===== src/rtl/core/sg9_pkg.sv =====
`timescale 1ns / 1ps
// Shared constants and types for the 9-point Savitzky-Golay smoother.
// Used by the tap cells, the divider stages, the result emitter and the top level.

package sg9_pkg;

  // Record length register.
  localparam int              LEN_BITS  = 16;
  localparam logic [15:0]     LEN_RESET = 16'd1024;

  // Kernel: (-21, 14, 39, 54, 59, 54, 39, 14, -21) / 231.
  localparam int NUM_TAPS  = 9;
  localparam int COEF_BITS = 8;
  localparam logic signed [COEF_BITS-1:0] KERNEL_COEF [NUM_TAPS] = '{
    -8'sd21, 8'sd14, 8'sd39, 8'sd54, 8'sd59, 8'sd54, 8'sd39, 8'sd14, -8'sd21
  };

  // Division by the kernel norm, one radix-256 digit per stage.
  localparam int                   DIGIT_BITS = 8;
  localparam logic [DIGIT_BITS:0]  DIVISOR    = 9'd231;

  // Results trail the input by LAG positions; EDGE positions at the start of a
  // record and EDGE-1 at its end are copied.
  localparam int LAG       = 4;
  localparam int EDGE      = 9;
  localparam int KEEP_TAPS = LAG + 1;

  // Up to five results per request.
  localparam int MAX_RESULTS = 5;
  localparam int CNT_BITS    = 3;
  localparam int FIDX_BITS   = 2;

  typedef struct packed {
    logic                has_main;
    logic                smooth;
    logic                fin;
    logic [CNT_BITS-1:0] nflush;
  } sg9_ctrl_t;

endpackage


===== src/rtl/core/sg9_tap_cell.sv =====
`timescale 1ns / 1ps
// One cell of the transposed kernel chain: adds coefficient times sample to
// the partial sum from its neighbor. Uses sg9_pkg for the coefficient width.

module sg9_tap_cell #(
  parameter int SAMPLE_BITS = 24,
  parameter int ACC_BITS    = 33
) (
  input  logic                                 clk,
  input  logic                                 en,
  input  logic signed [SAMPLE_BITS-1:0]        sample,
  input  logic signed [sg9_pkg::COEF_BITS-1:0] coef,
  input  logic signed [ACC_BITS-1:0]           psum_in,
  output logic signed [ACC_BITS-1:0]           psum
);

  localparam int PROD_BITS = SAMPLE_BITS + sg9_pkg::COEF_BITS;

  logic signed [PROD_BITS-1:0] prod;
  logic signed [ACC_BITS-1:0]  psum_next;

  assign prod      = PROD_BITS'(sample) * PROD_BITS'(coef);
  assign psum_next = psum_in + ACC_BITS'(prod);

  always_ff @(posedge clk) begin
    if (en) begin
      psum <= psum_next;
    end
  end

endmodule


===== src/rtl/core/sg9_div_stage.sv =====
`timescale 1ns / 1ps
// One stage of the restoring divider by the kernel norm: eight quotient bits.
// Uses sg9_pkg for the digit width and divisor.

module sg9_div_stage #(
  parameter int DIV_BITS = 32
) (
  input  logic                                   clk,
  input  logic                                   en,
  input  logic [sg9_pkg::DIGIT_BITS+DIV_BITS-1:0] work_in,
  output logic [sg9_pkg::DIGIT_BITS+DIV_BITS-1:0] work
);

  // The upper digit holds the running remainder; the lower part shifts the
  // dividend out at the top while quotient bits shift in at the bottom.
  logic [sg9_pkg::DIGIT_BITS-1:0]                rem;
  logic [DIV_BITS-1:0]                           acc;
  logic [sg9_pkg::DIGIT_BITS:0]                  trial;
  logic [sg9_pkg::DIGIT_BITS+DIV_BITS-1:0]       work_next;

  always_comb begin
    rem = work_in[DIV_BITS +: sg9_pkg::DIGIT_BITS];
    acc = work_in[DIV_BITS-1:0];
    for (int b = 0; b < sg9_pkg::DIGIT_BITS; b++) begin
      trial = {rem, acc[DIV_BITS-1]};
      acc   = {acc[DIV_BITS-2:0], 1'b0};
      if (trial >= sg9_pkg::DIVISOR) begin
        rem    = sg9_pkg::DIGIT_BITS'(trial - sg9_pkg::DIVISOR);
        acc[0] = 1'b1;
      end else begin
        rem = trial[sg9_pkg::DIGIT_BITS-1:0];
      end
    end
    work_next = {rem, acc};
  end

  always_ff @(posedge clk) begin
    if (en) begin
      work <= work_next;
    end
  end

endmodule


===== src/rtl/core/sg9_emit.sv =====
`timescale 1ns / 1ps
// Result emitter: unpacks one request's results into a short shift queue and
// hands them out one per cycle unless stalled; uses sg9_pkg's control struct.

module sg9_emit #(
  parameter int SAMPLE_BITS = 24
) (
  input  logic                                          clk,
  input  logic                                          rst,
  input  logic                                          load_valid,
  input  sg9_pkg::sg9_ctrl_t                            ctrl,
  input  logic [SAMPLE_BITS-1:0]                        main_value,
  input  logic [sg9_pkg::LAG-1:0][SAMPLE_BITS-1:0]      flush_taps,
  output logic                                          ready,
  output logic                                          result_valid,
  input  logic                                          result_stall,
  output logic signed [SAMPLE_BITS-1:0]                 smoothed,
  output logic                                          last_of_run,
  output logic                                          record_end
);

  localparam int N = sg9_pkg::MAX_RESULTS;
  localparam int CB = sg9_pkg::CNT_BITS;

  logic [CB-1:0]          cnt;
  logic [CB-1:0]          total;
  logic [CB-1:0]          pos;
  logic [sg9_pkg::FIDX_BITS-1:0] fidx;
  logic                   load;
  logic                   take;

  logic [SAMPLE_BITS-1:0] slot_val [N];
  logic                   slot_last [N];
  logic                   slot_end [N];
  logic [SAMPLE_BITS-1:0] val_next [N];
  logic                   last_next [N];
  logic                   end_next [N];

  assign ready        = (cnt == '0) || ((cnt == CB'(1)) && !result_stall);
  assign load         = load_valid && ready;
  assign result_valid = (cnt != '0);
  assign take         = result_valid && !result_stall;
  assign total        = CB'(ctrl.has_main) + ctrl.nflush;

  // The main position comes first, then the flushed positions oldest first.
  always_comb begin
    pos  = '0;
    fidx = '0;
    for (int i = 0; i < N; i++) begin
      pos  = CB'(i) - CB'(ctrl.has_main);
      fidx = sg9_pkg::FIDX_BITS'(ctrl.nflush - CB'(1) - pos);
      if (ctrl.has_main && (i == 0)) begin
        val_next[i] = main_value;
      end else begin
        val_next[i] = flush_taps[fidx];
      end
      last_next[i] = (CB'(i) == (total - CB'(1)));
      end_next[i]  = last_next[i] && ctrl.fin;
    end
  end

  always_ff @(posedge clk) begin
    if (rst) begin
      cnt <= '0;
    end else if (load) begin
      cnt <= total;
    end else if (take) begin
      cnt <= cnt - CB'(1);
    end
  end

  always_ff @(posedge clk) begin
    if (load) begin
      for (int i = 0; i < N; i++) begin
        slot_val[i]  <= val_next[i];
        slot_last[i] <= last_next[i];
        slot_end[i]  <= end_next[i];
      end
    end else if (take) begin
      for (int i = 0; i < N - 1; i++) begin
        slot_val[i]  <= slot_val[i+1];
        slot_last[i] <= slot_last[i+1];
        slot_end[i]  <= slot_end[i+1];
      end
    end
  end

  assign smoothed    = slot_val[0];
  assign last_of_run = slot_last[0];
  assign record_end  = slot_end[0];

endmodule


===== src/rtl/core/savitzky_golay_9pt_smoother.sv =====
`timescale 1ns / 1ps
// Top level of the streaming 9-point quadratic Savitzky-Golay smoother.
// Depends on sg9_pkg, sg9_tap_cell, sg9_div_stage and sg9_emit.
//
//   channel   | handshake                  | payload
//   ----------+----------------------------+--------------------------------------
//   sample    | sample_valid, sample_stall | sample
//   result    | result_valid, result_stall | smoothed, last_of_run, record_end
//   config    | cfg_wen                    | cfg_wdata (record_length)
//
// One request is taken per cycle unless sample_stall is high. The nine-cell
// kernel chain updates at each request; the sum then passes an absolute-value
// stage, (SAMPLE_BITS+15)/8 divider stages and a saturation stage before the
// emitter. The final sample of a record yields up to five results, one per
// cycle while result_stall is low, and sample_stall may be raised while the
// emitter drains them. A stall on the result side freezes the whole pipe only
// while the saturation stage holds a request that the emitter cannot take.
// Reset is synchronous and clears the record index, the pipe valids and the
// emitter; record_length returns to 1024.

module savitzky_golay_9pt_smoother #(
  parameter int SAMPLE_BITS = 24,
  parameter int INDEX_BITS  = 16
) (
  input  logic                                clk,
  input  logic                                rst,
  input  logic                                cfg_wen,
  input  logic [sg9_pkg::LEN_BITS-1:0]        cfg_wdata,
  input  logic                                sample_valid,
  output logic                                sample_stall,
  input  logic signed [SAMPLE_BITS-1:0]       sample,
  output logic                                result_valid,
  input  logic                                result_stall,
  output logic signed [SAMPLE_BITS-1:0]       smoothed,
  output logic                                last_of_run,
  output logic                                record_end
);

  localparam int ACC_BITS   = SAMPLE_BITS + 9;
  localparam int MAG_BITS   = SAMPLE_BITS + 8;
  localparam int DIV_STAGES = (MAG_BITS + sg9_pkg::DIGIT_BITS - 1) / sg9_pkg::DIGIT_BITS;
  localparam int DIV_BITS   = DIV_STAGES * sg9_pkg::DIGIT_BITS;
  localparam int WORK_BITS  = sg9_pkg::DIGIT_BITS + DIV_BITS;
  localparam int CMP_BITS   = ((INDEX_BITS > sg9_pkg::LEN_BITS) ?
                               INDEX_BITS : sg9_pkg::LEN_BITS) + 1;
  localparam int LAST       = DIV_STAGES + 1;
  localparam int KT         = sg9_pkg::KEEP_TAPS;
  localparam int CB         = sg9_pkg::CNT_BITS;

  localparam logic [DIV_BITS-1:0] POS_LIMIT =
    (DIV_BITS'(1) << (SAMPLE_BITS - 1)) - DIV_BITS'(1);
  localparam logic [DIV_BITS-1:0] NEG_LIMIT = DIV_BITS'(1) << (SAMPLE_BITS - 1);
  localparam logic [SAMPLE_BITS-1:0] MAX_SAMPLE = {1'b0, {(SAMPLE_BITS-1){1'b1}}};
  localparam logic [SAMPLE_BITS-1:0] MIN_SAMPLE = {1'b1, {(SAMPLE_BITS-1){1'b0}}};

  // Configuration and record position.
  logic [sg9_pkg::LEN_BITS-1:0] record_length;
  logic [INDEX_BITS-1:0]        sample_index;
  logic [INDEX_BITS-1:0]        sample_index_next;
  logic [CMP_BITS-1:0]          len_w;
  logic [CMP_BITS-1:0]          n_w;
  logic                         fin;
  logic                         emits;
  sg9_pkg::sg9_ctrl_t           ctrl_next;

  logic accept;
  logic adv;
  logic emit_ready;

  // Kernel chain and divider.
  wire  signed [ACC_BITS-1:0]   psum_c [sg9_pkg::NUM_TAPS+1];
  logic [ACC_BITS-1:0]          abs_val;
  logic [DIV_BITS-1:0]          mag_a;
  wire  [WORK_BITS-1:0]         work_c [DIV_STAGES+1];

  // Pipe alongside the divider.
  logic [LAST:0]                     valid_p;
  sg9_pkg::sg9_ctrl_t [LAST:0]       ctrl_p;
  logic [LAST:1]                     neg_p;
  logic signed [SAMPLE_BITS-1:0]     tap_p [LAST+1][KT];

  // Saturation stage.
  logic [DIV_BITS-1:0]                         quo;
  logic [SAMPLE_BITS-1:0]                      sat_val;
  logic [SAMPLE_BITS-1:0]                      main_next;
  logic                                        valid_f;
  sg9_pkg::sg9_ctrl_t                          ctrl_f;
  logic [SAMPLE_BITS-1:0]                      main_f;
  logic [sg9_pkg::LAG-1:0][SAMPLE_BITS-1:0]    flush_f;

  assign adv          = !valid_f || emit_ready;
  assign sample_stall = !adv;
  assign accept       = sample_valid && adv;

  // A record length of zero behaves as one.
  assign len_w = (record_length == '0) ? CMP_BITS'(1) : CMP_BITS'(record_length);
  assign n_w   = CMP_BITS'(sample_index);

  always_comb begin
    fin                = (n_w + CMP_BITS'(1)) >= len_w;
    ctrl_next.has_main = n_w >= CMP_BITS'(sg9_pkg::LAG);
    ctrl_next.smooth   = (n_w >= CMP_BITS'(sg9_pkg::LAG + sg9_pkg::EDGE)) &&
                         ((n_w + CMP_BITS'(sg9_pkg::EDGE - sg9_pkg::LAG)) <= len_w);
    ctrl_next.fin      = fin;
    if (!fin) begin
      ctrl_next.nflush = '0;
    end else if (n_w >= CMP_BITS'(sg9_pkg::LAG - 1)) begin
      ctrl_next.nflush = CB'(sg9_pkg::LAG);
    end else begin
      ctrl_next.nflush = CB'(n_w) + CB'(1);
    end
    emits             = ctrl_next.has_main || fin;
    sample_index_next = fin ? '0 : sample_index + INDEX_BITS'(1);
  end

  always_ff @(posedge clk) begin
    if (rst) begin
      record_length <= sg9_pkg::LEN_RESET;
      sample_index  <= '0;
    end else begin
      if (cfg_wen) begin
        record_length <= cfg_wdata;
      end
      if (accept) begin
        sample_index <= sample_index_next;
      end
    end
  end

  // Transposed kernel: after a request, psum_c[0] holds the full weighted sum
  // centered four samples back.
  assign psum_c[sg9_pkg::NUM_TAPS] = '0;

  for (genvar k = 0; k < sg9_pkg::NUM_TAPS; k++) begin : g_cell
    sg9_tap_cell #(
      .SAMPLE_BITS (SAMPLE_BITS),
      .ACC_BITS    (ACC_BITS)
    ) u_cell (
      .clk     (clk),
      .en      (accept),
      .sample  (sample),
      .coef    (sg9_pkg::KERNEL_COEF[k]),
      .psum_in (psum_c[k+1]),
      .psum    (psum_c[k])
    );
  end

  assign abs_val   = psum_c[0][ACC_BITS-1] ? ACC_BITS'(-psum_c[0]) : ACC_BITS'(psum_c[0]);
  assign work_c[0] = {{sg9_pkg::DIGIT_BITS{1'b0}}, mag_a};

  for (genvar j = 0; j < DIV_STAGES; j++) begin : g_div
    sg9_div_stage #(
      .DIV_BITS (DIV_BITS)
    ) u_div (
      .clk     (clk),
      .en      (adv),
      .work_in (work_c[j]),
      .work    (work_c[j+1])
    );
  end

  // The quotient is truncated toward zero, then clamped to the sample range.
  always_comb begin
    quo = work_c[DIV_STAGES][DIV_BITS-1:0];
    if (!neg_p[LAST]) begin
      sat_val = (quo > POS_LIMIT) ? MAX_SAMPLE : quo[SAMPLE_BITS-1:0];
    end else begin
      sat_val = (quo > NEG_LIMIT) ? MIN_SAMPLE : -quo[SAMPLE_BITS-1:0];
    end
    main_next = ctrl_p[LAST].smooth ? sat_val : tap_p[LAST][sg9_pkg::LAG];
  end

  always_ff @(posedge clk) begin
    if (rst) begin
      valid_p <= '0;
      valid_f <= 1'b0;
    end else if (adv) begin
      valid_p <= {valid_p[LAST-1:0], accept && emits};
      valid_f <= valid_p[LAST];
    end
  end

  always_ff @(posedge clk) begin
    if (accept) begin
      ctrl_p[0]    <= ctrl_next;
      tap_p[0][0]  <= sample;
      for (int k = 1; k < KT; k++) begin
        tap_p[0][k] <= tap_p[0][k-1];
      end
    end
    if (adv) begin
      mag_a    <= DIV_BITS'(abs_val[MAG_BITS-1:0]);
      neg_p[1] <= psum_c[0][ACC_BITS-1];
      for (int s = 2; s <= LAST; s++) begin
        neg_p[s] <= neg_p[s-1];
      end
      for (int s = 1; s <= LAST; s++) begin
        ctrl_p[s] <= ctrl_p[s-1];
        tap_p[s]  <= tap_p[s-1];
      end
      ctrl_f <= ctrl_p[LAST];
      main_f <= main_next;
      for (int k = 0; k < sg9_pkg::LAG; k++) begin
        flush_f[k] <= tap_p[LAST][k];
      end
    end
  end

  sg9_emit #(
    .SAMPLE_BITS (SAMPLE_BITS)
  ) u_emit (
    .clk          (clk),
    .rst          (rst),
    .load_valid   (valid_f),
    .ctrl         (ctrl_f),
    .main_value   (main_f),
    .flush_taps   (flush_f),
    .ready        (emit_ready),
    .result_valid (result_valid),
    .result_stall (result_stall),
    .smoothed     (smoothed),
    .last_of_run  (last_of_run),
    .record_end   (record_end)
  );

endmodule


===== config.mk =====
export PLATFORM = sky130hd
export DESIGN_NAME = savitzky_golay_9pt_smoother
export DESIGN_NICKNAME = d
export VERILOG_FILES = /design/src/rtl/core/sg9_pkg.sv /design/src/rtl/core/sg9_tap_cell.sv /design/src/rtl/core/sg9_div_stage.sv /design/src/rtl/core/sg9_emit.sv /design/src/rtl/core/savitzky_golay_9pt_smoother.sv
export SDC_FILE = /design/constraint.sdc
export NUM_CORES = 2
export LEC_CHECK = 0
export BUFFER_PORTS_ARGS = -buffer_cell sky130_fd_sc_hd__buf_4
export CORE_MARGIN = 3
export CORE_UTILIZATION = 60
export CTS_BUF_LIST = sky130_fd_sc_hd__clkbuf_8
export CTS_CLUSTER_DIAMETER = 120
export DETAILED_ROUTE_END_ITERATION = 8
export PLACE_DENSITY = 0.82
export SETUP_SLACK_MARGIN = 0.05
export SLEW_MARGIN = 20
export SYNTH_ARGS = -nofsm -noshare
export SYNTH_HDL_FRONTEND = slang
export SYNTH_SLANG_ARGS = --single-unit

===== constraint.sdc =====
create_clock -name clk -period 155 [get_ports clk]
set_clock_uncertainty 0.15 [all_clocks]
set_input_delay 46.5 -clock clk [delete_from_list [all_inputs] [get_ports clk]]
set_output_delay 46.5 -clock clk [all_outputs]
set_load 0.01 [all_outputs]

==> Word-level counts from Yosys, hierarchy flattened <==
Memory sizes are Yosys's and may differ from the RTL's.
Cells that the tools add are included.
{ "word_totals": {"reg_bits": 686, "mem_bits_rw": 850, "inputBits": 45, "n_memories": 4} }
{ "op_classes": {"addsub": 59, "mul": 5, "n_lt_le_gt_ge": 44, "eq_ne": 5, "mux": 105, "bitwise": 13, "reduce_logical": 23} }
{ "mem_list": {"columns": ["name", "words", "word_bits", "read_ports", "rd_ports_with_merged_regs", "wr", "line_no", "source"], "rows": [
  ["tap_p", 6, 120, 6, 0, 6, "savitzky_golay_9pt_smoother.sv:80", "logic signed [SAMPLE_BITS-1:0] tap_p [LAST+1][KT];"],
  ["u_emit.slot_val", 5, 24, 5, 0, 5, "sg9_emit.sv:32", "logic [SAMPLE_BITS-1:0] slot_val [N];"],
  ["u_emit.slot_end", 5, 1, 5, 0, 5, "sg9_emit.sv:34", "logic slot_end [N];"],
  ["u_emit.slot_last", 5, 1, 5, 0, 5, "sg9_emit.sv:33", "logic slot_last [N];"]
]} }
{ "ops": {"columns": ["operator", "count"], "rows": [
  ["two-way mux 24 bit", 14],
  [">= comparator 9 x 8 -> 1 bit, second input constant", 31],
  ["two-way mux 8 bit", 31],
  ["binary-select mux 24 bit (select 2 bit)", 5],
  ["subtractor 8 bit, second input constant", 30],
  ["adder 33 x 31 -> 33 bit", 5],
  ["multiplier 24 x 7 -> 31 bit, second input constant", 2],
  ["multiplier 24 x 6 -> 30 bit, second input constant", 2],
  ["two-way mux 1 bit", 49],
  ["adder 33 x 29 -> 33 bit", 1],
  ["adder 33 x 30 -> 33 bit", 1],
  ["greater-than comparator 32 x 23 -> 1 bit, second input constant", 1],
  ["greater-than comparator 32 x 24 -> 1 bit, second input constant", 1],
  ["two-way mux 16 bit", 2],
  ["two-way mux 32 bit", 1],
  ["negator 32 bit", 1],
  ["adder 30 x 29 -> 31 bit", 1],
  ["multiplier 24 x 4 -> 28 bit, second input constant", 1],
  ["negator 24 bit", 1],
  ["adder 16 x 1 -> 17 bit, second input constant", 1],
  ["adder 16 x 3 -> 17 bit, second input constant", 1],
  [">= comparator 17 x 16 -> 1 bit", 1],
  ["<= comparator 17 x 16 -> 1 bit", 1],
  ["adder 16 x 1 -> 16 bit, second input constant", 1],
  ["28 further kinds", 69]
]} }

==> Longest topological paths before layout <==
{ "logic_depth": {"depth_word": 16, "depth_mapped": 48, "depth_no_buf": 44} }

==> Hierarchy <==
A second synthesis with hierarchy kept.
{ "unflattened": {"hier_cells": 11774, "area_unflattened_um2": 134716.7} }
{ "modules_own_cells": {"columns": ["mod", "instances", "cells_each", "area_each_um2"], "rows": [
  ["sg9_tap_cell at g_cell[0].u_cell ...", 4, 845, 8568.2],
  ["savitzky_golay_9pt_smoother", 1, 1588, 32367.3],
  ["sg9_div_stage", 4, 488, 4436.8],
  ["sg9_tap_cell at g_cell[5].u_cell ...", 2, 836, 8444.3],
  ["sg9_tap_cell at g_cell[7].u_cell", 1, 838, 8459.4],
  ["sg9_tap_cell at g_cell[4].u_cell", 1, 829, 8458.1],
  ["sg9_tap_cell at g_cell[8].u_cell", 1, 832, 8435.6],
  ["sg9_emit", 1, 683, 8087.8]
]} }

==> Worst setup path after synthesis <==
No wires, ideal clock.
{ "synth_path": {"path_type": "input port to output port", "from": "in result_stall", "to": "out sample_stall", "t_arrival_ns": 99.162, "t_required_ns": 108.350, "setup_slack_ns": 9.188, "path_stages": 4, "path_buffers": 0, "cell_sequence": "inv_1 -> a21oi_1 -> o21ai_1 -> clkinv_1"} }
{ "synth_between": {"elab_chain_cells": 5} }
{ "synth_rtl": {"columns": ["element", "line_no", "source"], "rows": [
  ["from (decl)", "savitzky_golay_9pt_smoother.sv:33", "input logic result_stall,"],
  ["zero test 1 bit", "sg9_emit.sv:39", "assign ready = (cnt == '0) || ((cnt == CB'(1)) && !result_stall);"],
  ["logical AND 1 bit", "sg9_emit.sv:39", null],
  ["logical OR 1 bit", "sg9_emit.sv:39", null],
  ["logical OR 1 bit", "savitzky_golay_9pt_smoother.sv:91", "assign adv = !valid_f || emit_ready;"],
  ["zero test 1 bit", "savitzky_golay_9pt_smoother.sv:92", "assign sample_stall = !adv;"],
  ["to (decl)", "savitzky_golay_9pt_smoother.sv:30", "output logic sample_stall,"]
]} }
No other way between the ends.

==> Final worst setup path <==
Ends and elaborated chain as after synthesis.

==> metrics.txt <==
unrepaired setup endpoints after global routing no; Max Freq 10.52 MHz; all-layer global routing usage 23.78%; ys flop type edfxtp_1; Setup Buffers After CTS 0; GPL Wtd Cong 0.9069; CTS tree done; Synth Instances 6,509; Num CTS Buffers 231; synth warn 0; status finished clean; DRC Markers 0; core area 136,100 sq um; DRT iter0 DRCs 4,335; Root Buffer clkbuf_8; Hold Buf Count CTS 0; Vias/cell 5.889; fin crit period 95,050 ps; critical path's most frequent cell buf_4; post-synth top area cell edfxtp_1; GRT Residual Overflow 0; H-Tree Level Count 4; initial antenna violation count 5; first-pass GRT wire length 268.8 mm; CP Class input port to primary output; Worst-Skew Late Latency 940 ps; top-area cell type share of the netlist area 53.08%; Final Max Slew Viols 0; Max Cap Violations 0; sequential fraction of the synthesis area 54.09%; Post-synth top cells edfxtp_1, inv_1, ha_1; Post-synth EDFFs 1,462; detailed-route via count 51,160; clock sinks 1,504; DP Wirelength 119.1 mm; count of cell types in the netlist 135; critical path launch point type input port; Die H 377.3 um; post-synthesis average cell area 12.71 sq um; layout cells sized above 1 9.742%; Final Hold Fails 0; worst path arrival time 48,400 ps; NumNets Final 7,557; clk slew on worst S/H paths 70 ps; CP bufs+invs 5; syn_nets 7,366; final worst-path cycle share 61.32%; crit-path leading delay family buffers and inverters; site row count 135; Setup TNS Final 0 ps; Yosys reg bits 1,504; ranking of synthesized cells by area edfxtp_1, ha_1, fa_1, xnor2_1, inv_1; pin count of the biggest net entering global routing 183; Slowest-stage cell, CP buf_4; setup violators final 0; most common cell in the netlist edfxtp_1; die area 142,300 sq um; asr flop ratio synth 0%; Die Wd 377.3 um; Rel. slew slack 27.52%; PortBufs 72; Tightest Pin Transition 1087 ps; crit-path max cell delay 710 ps; vias in the first global route 51,970; I/O pins 73; DRT Pass-1 Iters 6; maximum clock path buffer count 3; final wirelength 168.3 mm; Post-CTS Resized 0; area grow syn2layout 8.414%; element type at the critical path end primary output; worst path cell trace buf_4 -> inv_1 -> a21oi_1 -> o21ai_4 -> buf_4 -> clkinv_1 -> buf_4; Hold Crit Class register to register; Detail Route Antenna Nets 0; CP max FO 69; Routed wire per std cell 19.38 um; Critical Path RT 108,350 ps; starting density of the core 60.75%; Netlist Area Pre-Place 82,710 sq um
## worst register-to-register path, delay by kind of cell, from the launching register on
family	cells	cell delay [ps]
AND/OR/NAND/NOR	10	2300
multiplexers	2	240
XOR/XNOR	6	1580
flip-flops	1	510
adder cells (fa/ha/maj)	7	2250
buffers and inverters	1	80
AO/OA/AOI/OAI	17	4370
## area by class of cell
class,instances,area (sq um)
multi-input cells,4183,34800
clock buffers,232,3193
fillers,9447,46470
well taps,1781,2228
clock inverters,199,1350
repair buffers,104,797.0
inverters,676,2545
diodes,8,20.02
flip-flops and latches,1504,44740
## through the flow
stage	hold slack, ps	setup WS, ps	util [%]	area, sq um	std cells
finish	229.2	59950	65.87	89670	8687
global route	231.3	59760	65.86	89670	8686
floorplan	250.3	9188	-	82710	6509
detailed placement	254.5	59930	62.51	85110	8248
global placement	250.2	59960	62.51	85110	8248
CTS	219.4	59930	65.85	89650	8679
## layout by cell type, fill, tap and decap left out, types with 32 or more instances in the layout
| master | netlist | final |
|---|---|---|
| a211oi_1 | 36 | 36 |
| a21boi_0 | 42 | 42 |
| a21o_1 | 71 | 71 |
| a21oi_1 | 346 | 346 |
| a31oi_1 | 70 | 70 |
| and2_1 | 32 | 32 |
| and3_1 | 39 | 39 |
| buf_4 | 28 | 102 |
| clkbuf_8 | 0 | 232 |
| clkinv_1 | 1 | 63 |
| clkinv_2 | 0 | 37 |
| dfxtp_1 | 42 | 42 |
| edfxtp_1 | 1462 | 1462 |
| fa_1 | 255 | 255 |
| ha_1 | 557 | 556 |
| inv_1 | 673 | 741 |
| mux2i_1 | 57 | 57 |
| mux4_2 | 96 | 96 |
| nand2_1 | 394 | 394 |
| nand2b_1 | 44 | 43 |
| nand3_1 | 117 | 117 |
| nor2_1 | 536 | 536 |
| nor2b_1 | 42 | 41 |
| nor3_1 | 96 | 96 |
| o21a_1 | 40 | 40 |
| o21ai_0 | 222 | 222 |
| o21bai_1 | 103 | 103 |
| or3_1 | 35 | 35 |
| xnor2_1 | 343 | 341 |
| xor2_1 | 60 | 59 |
## path summary, 6_finish.rpt
kind / start / end / slack (ps) / cells after the start
worst min-delay path: tap_p[5][29] / flush_f[77] / 230 / 0
worst min register to register: tap_p[5][29] / flush_f[77] / 230 / 0
worst max register to register: g_div[2].u_div.work[31] / g_div[3].u_div.work[0] / 143340 / 43
worst max-delay path: result_stall / sample_stall / 59950 / 7
## registers in the layout, indices dropped and copies added (netlist names), 16 cells and up
name,flops
ctrl_p,36
flush_f,96
g_cell.u_cell.psum,292
g_div.u_div.work,124
mag_a,32
main_f,24
record_length,16
sample_index,16
tap_p,718
u_emit.slot_val,120
## logic make-up after synthesis
logic type	share of synthesized area [%]
multiplexers	3.727
adder cells (fa/ha/maj)	14.60
flip-flops	54.09
AO/OA/AOI/OAI	10.89
XOR/XNOR	4.352
buffers and inverters	3.928
AND/OR/NAND/NOR	8.408
## layer usage
| layer | vias up | share of wire [%] | GRT usage, % |
|---|---|---|---|
| met5 | - | 0 | 0 |
| met4 | 0 | 2.2 | 6.853 |
| met3 | 302 | 6.1 | 3.886 |
| li1 | 24220 | - | - |
| met1 | 25040 | 43 | 32.12 |
| met2 | 1601 | 49 | 40.06 |
Power is left out: the tool's default activity adds up to more than one toggle a clock period on the data nets, which glitch-free logic cannot reach.
